<file path="config.mk">
export PLATFORM = sky130hd
export DESIGN_NAME = blf_queue
export DESIGN_NICKNAME = d
export VERILOG_FILES = /design/src/sv/blf_pkg.sv /design/src/sv/blf_queue.sv
export SDC_FILE = /design/constraint.sdc
export NUM_CORES = 1
export LEC_CHECK = 0
export ABC_CLOCK_PERIOD_IN_PS = 3500
export BUFFER_PORTS_ARGS = -buffer_cell sky130_fd_sc_hd__buf_2
export CAP_MARGIN = 5
export CELL_PAD_IN_SITES_DETAIL_PLACEMENT = 2
export CELL_PAD_IN_SITES_GLOBAL_PLACEMENT = 2
export CORE_ASPECT_RATIO = 0.7
export CORE_MARGIN = 5
export CORE_UTILIZATION = 30
export CTS_BUF_LIST = sky130_fd_sc_hd__clkbuf_8
export CTS_CLUSTER_DIAMETER = 50
export DETAILED_ROUTE_END_ITERATION = 8
export GPL_TIMING_DRIVEN = 0
export PLACE_DENSITY = 0.62
export SYNTH_ARGS = -nofsm -noshare
export SYNTH_HDL_FRONTEND = slang
export SYNTH_SLANG_ARGS = --single-unit
export TNS_END_PERCENT = 1
</file>
<file path="constraint.sdc">
create_clock -name clk -period 3.5 [get_ports clk]
set_clock_uncertainty 0.2 [all_clocks]
set_input_delay 1.05 -clock clk [delete_from_list [all_inputs] [get_ports clk]]
set_output_delay 1.05 -clock clk [all_outputs]
set_load 0.02 [all_outputs]
</file>
<file path="src/sv/blf_pkg.sv">
`default_nettype none

package blf_pkg;

  // Frame and window limits.
  localparam int MAX_WIDTH   = 4096;
  localparam int MAX_RADIUS  = 8;
  localparam int WT_DEPTH    = 1024;
  localparam int STORE_DEPTH = 2 * MAX_RADIUS * MAX_WIDTH + 2 * MAX_RADIUS + 1;
  localparam int ADDR_W      = $clog2(STORE_DEPTH);
  localparam int ADDR_XW     = ADDR_W + 1;
  localparam int WT_IDX_W    = $clog2(WT_DEPTH);

  // Field and register widths.
  localparam int PIX_W     = 16;
  localparam int OUT_W     = 17;
  localparam int WIDTH_W   = 13;
  localparam int HEIGHT_W  = 16;
  localparam int RAD_W     = 4;
  localparam int SS_W      = 16;
  localparam int RS_W      = 24;
  localparam int CFG_IDX_W = 3;
  localparam int CFG_DAT_W = 24;
  localparam int COUNT_W   = 28;
  localparam int COL_W     = 12;
  localparam int LAG_W     = 16;
  localparam int OFF_W     = 5;
  localparam int SW_W      = 41;
  localparam int SUM_W     = 57;
  localparam int NUM_W     = SUM_W + 1;

  // Register indexes of the configuration port.
  localparam logic [CFG_IDX_W-1:0] REG_IMAGE_WIDTH   = 3'd0;
  localparam logic [CFG_IDX_W-1:0] REG_IMAGE_HEIGHT  = 3'd1;
  localparam logic [CFG_IDX_W-1:0] REG_WINDOW_RADIUS = 3'd2;
  localparam logic [CFG_IDX_W-1:0] REG_SPATIAL_SCALE = 3'd3;
  localparam logic [CFG_IDX_W-1:0] REG_RANGE_SCALE   = 3'd4;
  localparam logic [CFG_IDX_W-1:0] REG_OUTPUT_MODE   = 3'd5;

  // Input function codes.
  localparam logic FUNC_PIXEL = 1'b0;
  localparam logic FUNC_DRAIN = 1'b1;

  // BT.709 luma coefficients in Q0.16.
  localparam logic [13:0] LUMA_R = 14'd13933;
  localparam logic [15:0] LUMA_G = 16'd46871;
  localparam logic [12:0] LUMA_B = 13'd4732;

  // exp(-1/64) in Q0.32.
  localparam logic [63:0] EXP_STEP_Q32 = 64'd4228380000;

  // Effective configuration seen by the filter datapath.
  typedef struct packed {
    logic [WIDTH_W-1:0]  w;
    logic [HEIGHT_W-1:0] h;
    logic [RAD_W-1:0]    rad;
    logic [SS_W-1:0]     ss;
    logic [RS_W-1:0]     rs;
    logic                mode;
    logic [LAG_W-1:0]    lag;
  } cfg_t;

  // One center to be filtered.
  typedef struct packed {
    logic [ADDR_W-1:0]   c_slot;
    logic [COL_W-1:0]    cx;
    logic [HEIGHT_W-1:0] cy;
    logic                fin;
  } job_t;

  typedef logic [PIX_W-1:0] wt_table_t [WT_DEPTH];

  // Builds the exp(-k/64) table in Q0.16 by repeated multiplication.
  function automatic wt_table_t build_wt();
    wt_table_t   tab;
    logic [63:0] t;
    logic [63:0] v;
    t = 64'h1_0000_0000;
    for (int k = 0; k < WT_DEPTH; k++) begin
      v = (t + 64'd32768) >> 16;
      tab[k] = (v > 64'd65535) ? 16'hFFFF : v[15:0];
      t = (t * EXP_STEP_Q32 + 64'h8000_0000) >> 32;
    end
    return tab;
  endfunction

  localparam wt_table_t WT_TABLE = build_wt();

endpackage

`default_nettype wire

</file>
<file path="src/sv/blf_queue.sv">
`default_nettype none

module blf_queue import blf_pkg::*; (
  input  wire logic clk,
  input  wire logic rst_n,
  input  wire logic push,
  input  wire job_t push_job,
  input  wire logic pop,
  output logic      not_empty,
  output logic      empty,
  output job_t      head
);

  job_t       entry_r [2];
  logic       wr_ptr_r, wr_ptr_nxt;
  logic       rd_ptr_r, rd_ptr_nxt;
  logic [1:0] count_r, count_nxt;

  assign not_empty = (count_r != 2'd0);
  assign empty     = (count_r == 2'd0);
  assign head      = entry_r[rd_ptr_r];

  // Pointer and fill bookkeeping.
  always_comb begin
    wr_ptr_nxt = push ? ~wr_ptr_r : wr_ptr_r;
    rd_ptr_nxt = pop ? ~rd_ptr_r : rd_ptr_r;
    count_nxt  = count_r + 2'(push) - 2'(pop);
  end

  always_ff @(posedge clk) begin
    if (!rst_n) begin
      wr_ptr_r <= 1'b0;
      rd_ptr_r <= 1'b0;
      count_r  <= 2'd0;
    end else begin
      wr_ptr_r <= wr_ptr_nxt;
      rd_ptr_r <= rd_ptr_nxt;
      count_r  <= count_nxt;
    end
  end

  always_ff @(posedge clk) begin
    if (push) begin
      entry_r[wr_ptr_r] <= push_job;
    end
  end

endmodule

`default_nettype wire

</file>
==> run summary, run 1 <==
Root Driver: clkbuf_8
WL per Instance: 16.4 µm
Tcrit/Tclk final: 79.4%
Clock share of power: 26.9%
Hold Buf Count CTS: 0
Hold Slack: 0.386 ns
Largest net degree at the start of global routing: 27
DP HPWL: 5180 µm
Most common cell in the netlist: edfxtp_1
Clock-pin slew on the worst setup and hold paths: 0.09 ns
Status: finished, final reports clean
Num CTS Buffers: 9
Die ar.: 14,900 µm²
DR pass1 iterations: 3
Skew-Pair Late Insertion Delay: 0.36 ns
Cts repair resizes: 0
Post-Place Cells: 425
Clock buffer depth: 2
Most frequent cells after synthesis: edfxtp_1 (92), mux2_4 (40), mux2_2 (6)
Async S/R FF share, synth: 0%
Layout Cells excl Fill: 441
Data required time of the critical path: 2.25 ns
Final Hold Fails: 0
Syn avg cell area: 22.8 µm²
Syn. warnings: 0
Worst EP arrival: 1.53 ns
P&R area growth vs syn: 24.2%
Core Region: 12,300 µm²
DP Worst Slack: 0.851 ns
Ranking of synthesized cells by area: edfxtp_1 (74%), mux2_4 (16%), dfxtp_1 (2.7%)
Logic pwr share: 16.4%
Fmax: 360 MHz
Post-DP Area: 4480 µm²
CTS tree: yes
Sequential Power Share: 56.6%
First-pass GRT wire length: 11,200 µm
Vias per cell: 4.15
Diodes inserted: 0
Switching part of the total power: 25.5%
Worst-path fanout max: 10
Synthesized cell area: 3750 µm²
Pleak: 1.82 nW
Row count: 34
EDFF count, synth: 92
Final #Nets: 326
Nature of the critical path startpoint: register
I/O pin count: 98
Synth Flop Type: edfxtp_1
CP endpoint kind: output pin
Chip Height: 104 µm
Worst-Margin Slew: 0.701 ns
Total global routing overflow: 0
Unrepaired setup endpoints after global routing: false
DRT iter0 DRCs: 55
Fin crit period: 2.78 ns
Sequential cell area fraction in the yosys report: 76.4%
Postcts setup bufs: 0
Max_slew headroom: 53.2%
Internal: 1.78 mW
NetSw: 0.611 mW
Hold Path Stages: 2
Maximum vdd drop: 182 µV
Port bufs: 97
#FFs+latches synth: 97
Layout fillers: 1,209
Die Width: 144 µm
# DRC: 0
Antenna violations before repair: 0
GRT Util Overall: 10.2%
Initial Util: 30.4%
Setup CP Type: reg2out
Post-Syn Instances: 164
Final Slew Violations: 0
Netlist cell types: 14
Largest area contributor in the netlist: edfxtp_1
Vias in the first global route: 2,085
H-tree Lvls: 3
Post-synth top area share: 73.7%
HP Class: reg2reg
Max-cap violations: 0
Via Count: 1,831
Routability cong.: 0.641
Setup Viol. Count Final: 0
Clock Sinks: 97
Syn Nets: 216
Final setup margin: 0.720 ns
Total Power: 2.39 mW
Antenna Violating Nets Remaining: 0
Final WL: 7250 µm
Pwr dens: 514 nW/µm²
Final instance area: 4660 µm²
Layout cells sized above 1: 59.9%
Worst-case reg-to-reg path depth: 2
==> kinds of logic after synthesis <==
family                   count (synthesis)  share of synthesized area (%)
AO/OA/AOI/OAI                            1                          0.200
XOR/XNOR                                 2                          0.835
adder cells (fa/ha/maj)                  2                          0.668
buffers and inverters                    8                           2.74
flip-flops                              97                           76.4
multiplexers                            46                           17.8
AND/OR/NAND/NOR                          8                           1.34
==> critical path, cell delays in order, from the launching register on <==
cell,delay (ns)
dfxtp_1,0.33
buf_6,0.19
buf_12,0.18
mux2_4,0.31
buf_2,0.16
==> through the flow <==
stage / utilization, % / setup TNS [ns]
after floorplan: - / 0
after global placement: 36.0 / -27.65
after detailed placement: 36.3 / 0
after CTS: 37.7 / 0
after global routing: 37.7 / 0
final: 37.7 / 0
==> power groups by stage <==
| stage | Clock, mW | Sequential (mW) | Combinational, mW |
|---|---|---|---|
| 2_1_floorplan | 0 | 1.38 | 0.270 |
| 3_3_place_gp | 0 | 1.38 | 0.391 |
| 3_5_place_dp | 0 | 1.38 | 0.404 |
| 4_1_cts | 0.683 | 1.36 | 0.406 |
| 5_1_grt | 0.731 | 1.36 | 0.424 |
| 6_report | 0.645 | 1.36 | 0.394 |
==> layout by cell type (no fill, tap or decap) <==
| cell | netlist | final |
|---|---|---|
| buf_2 | 0 | 97 |
| edfxtp_1 | 92 | 92 |
| mux2_4 | 40 | 40 |
| clkbuf_8 | 0 | 9 |
| buf_12 | 4 | 6 |
| mux2_2 | 6 | 6 |
| dfxtp_1 | 5 | 5 |
| inv_1 | 3 | 4 |
| and2_1 | 4 | 3 |
| clkinvlp_4 | 0 | 3 |
| nor2b_1 | 3 | 2 |
| ha_1 | 2 | 2 |
| or2_2 | 1 | 1 |
| buf_6 | 1 | 1 |
| and2_2 | 0 | 1 |
| xor2_1 | 1 | 1 |
| nor2b_4 | 0 | 1 |
| o21a_1 | 1 | 1 |
| xnor3_1 | 1 | 1 |
| clkinv_4 | 0 | 1 |
| clkinv_1 | 0 | 1 |
| inv_6 | 0 | 1 |
==> routing by layer <==
layer	global-route usage, %	vias up	routed length (µm)
met4	3.83	0	118
met5	0	-	0
met3	4.42	13	577
met1	12.3	903	3090
li1	-	852	-
met2	16.1	63	3470
==> path summary, 6_finish.rpt <==
path              startpoint              to  slack (ns)
hold / removal      rd_ptr_r        register        0.39
hold reg to reg     rd_ptr_r        register        0.39
setup reg to reg    wr_ptr_r  entry_r[1][21]        1.73
setup / recovery    register        head[22]        0.72
==> registers in the layout, summed over array words and instances, names as in the netlist, named ones only <==
name	cells
wr_ptr_r	1
rd_ptr_r	1
entry_r	92
count_r	2
==> layout make-up <==
type | count | area (µm²) | share of cell area, %
inverters | 3 | 11.3 | 0.242
plain buffers | 5 | 91.3 | 1.96
clock buffers | 9 | 124 | 2.66
clock inverters | 7 | 47.5 | 1.02
flip-flops and latches | 97 | 2860 | 61.5
repair buffers | 99 | 526 | 11.3
multi-input cells | 59 | 791 | 17.0
well taps | 162 | 203 | 4.35
Power figures use the tool's default switching activity.
==> run 2: changes to the inputs <==
Settings changed: ABC_CLOCK_PERIOD_IN_PS 3500 to 2900, PLACE_DENSITY 0.62 to 0.6.
Clock period 3.5 ns to 2.9 ns, I/O delays scaled along.
==> run summary, run 2 (same netlist as run 1, synthesis figures left out) <==
CTS tree: yes
Antenna violations before repair: 0 (unchanged)
Largest net degree at the start of global routing: 26 (-3.7%)
Top Registers: entry_r x92, count_r x2
Initial Util: 30.4% (unchanged)
Tcrit/Tclk final: 89.0%
Worst EP arrival: 1.51 ns (-0.02 ns)
Chip Height: 104 µm (unchanged)
GRT Util Overall: 10.1% (-0.091 points)
Final WL: 7310 µm (+0.76%)
Cts repair resizes: 0 (unchanged)
Via Count: 1,833 (+0.11%)
Clock Sinks: 97 (unchanged)
Row count: 34 (unchanged)
First-pass GRT wire length: 11,300 µm (+0.43%)
DP HPWL: 5210 µm (+0.59%)
Nature of the critical path startpoint: register
Fin crit period: 2.58 ns
Final Hold Fails: 0 (unchanged)
Max-cap violations: 0 (unchanged)
Layout Utilization: 38.5% (+0.77 points)
Max reg flops: 92 (unchanged)
Most flop-heavy register: entry_r
# DRC: 0 (unchanged)
Core Region: 12,300 µm² (unchanged)
Die ar.: 14,900 µm² (unchanged)
Most frequent cells in the layout: buf_2 (97), edfxtp_1 (92), mux2_4 (40)
Vias in the first global route: 2,073 (-0.58%)
Final #Nets: 326 (unchanged)
Maximum vdd drop: 310 µV (+71%)
Total Power: 3.24 mW (+35%)
Postcts setup bufs: 0 (unchanged)
Routability cong.: 0.639 (-0.22%)
I/O pin count: 98 (unchanged)
Skew-Pair Late Insertion Delay: 0.34 ns (-0.02 ns)
WL per Instance: 16.6 µm (+0.76%)
DR pass1 iterations: 4 (+1)
Final Slew Violations: 0 (unchanged)
Antenna Violating Nets Remaining: 0 (unchanged)
DRT iter0 DRCs: 73 (+33%)
Clock-pin slew on the worst setup and hold paths: 0.09 ns (about the same)
Total global routing overflow: 0 (unchanged)
Diodes inserted: 0 (unchanged)
Pleak: 1.88 nW (+2.9%)
Worst-Margin Slew: 0.711 ns (+0.0101 ns)
Layout fillers: 1,226 (+1.4%)
Unrepaired setup endpoints after global routing: false
CP endpoint kind: output pin
Die Width: 144 µm (unchanged)
Data required time of the critical path: 1.83 ns (-0.42 ns)
Pwr dens: 681 nW/µm² (+32%)
Worst-path fanout max: 10 (unchanged)
P&R area growth vs syn: 26.8%
Clock buffer depth: 2 (unchanged)
Num CTS Buffers: 9 (unchanged)
Setup TNS: 0 ns (unchanged)
Layout cells sized above 1: 60.2% (+0.36 points)
Status: finished, final reports clean
Root Driver: clkbuf_8
Commonest non-fill, non-tap cell in the layout: buf_2
Vias per cell: 4.16 (+0.11%)
Setup Viol. Count Final: 0 (unchanged)
Fmax: 387 MHz
Max_slew headroom: 52.5% (-0.68 points)
Port bufs: 97 (unchanged)
Hold Buf Count CTS: 0 (unchanged)
H-tree Lvls: 3 (unchanged)
HP Class: reg2reg
Setup CP Type: reg2out
[run 2: worst max-delay path, stage by stage, from the launching register on]
cell	delay [ns]
dfxtp_1	0.33
buf_6	0.19
buf_12	0.17
mux2_4	0.31
buf_2	0.16
[run 2: worst paths after layout]
kind / depth (start not counted) / slack, ns / end / from
min: 2 / 0.39 / register / rd_ptr_r
max reg2reg: 2 / 1.14 / entry_r[1][37] / wr_ptr_r
min reg2reg: 2 / 0.39 / register / rd_ptr_r
max: 4 / 0.32 / head[19] / register
[run 2: cell type report]
class	instances	area (µm²)	area share, %
sequential	97	2860	60.3
multi-input combinational	59	791	16.6
timing repair buffer	99	526	11.1
tap	162	203	4.27
clock inverter	7	143	3.00
clock buffer	9	124	2.61
buffer	5	91.3	1.92
inverter	3	11.3	0.237
[run 2: routing by layer]
| metal | global-route usage, % | share of wire, % | vias to the layer above |
|---|---|---|---|
| met2 | 16.5 | 51 | 62 |
| met1 | 12.5 | 41 | 915 |
| met4 | 2.42 | 0.71 | 0 |
| met5 | 0 | 0 | - |
| met3 | 4.15 | 7.5 | 5 |
| li1 | - | - | 851 |
[run 2: report_power, final]
part / total [mW] / internal [mW] / switching [mW] / leakage [nW]
clock: 1.12 / 0.663 / 0.462 / 0.133
combinational: 0.473 / 0.227 / 0.246 / 0.838
sequential: 1.64 / 1.62 / 0.0216 / 0.905
total: 3.24 / 2.51 / 0.729 / 1.88
[run 2: through the flow]
| step | cells | hold WS [ns] | instance area (µm²) | setup slack [ns] |
|---|---|---|---|---|
| detailed placement | 425 | 0.380 | 4480 | 0.441 |
| global route | 441 | 0.411 | 4750 | 0.208 |
| floorplan | 164 | 0.355 | 3750 | 0.168 |
| global placement | 423 | 0.365 | 4440 | -0.805 |
| CTS | 441 | 0.395 | 4750 | 0.261 |
| finish | 441 | 0.386 | 4750 | 0.319 |
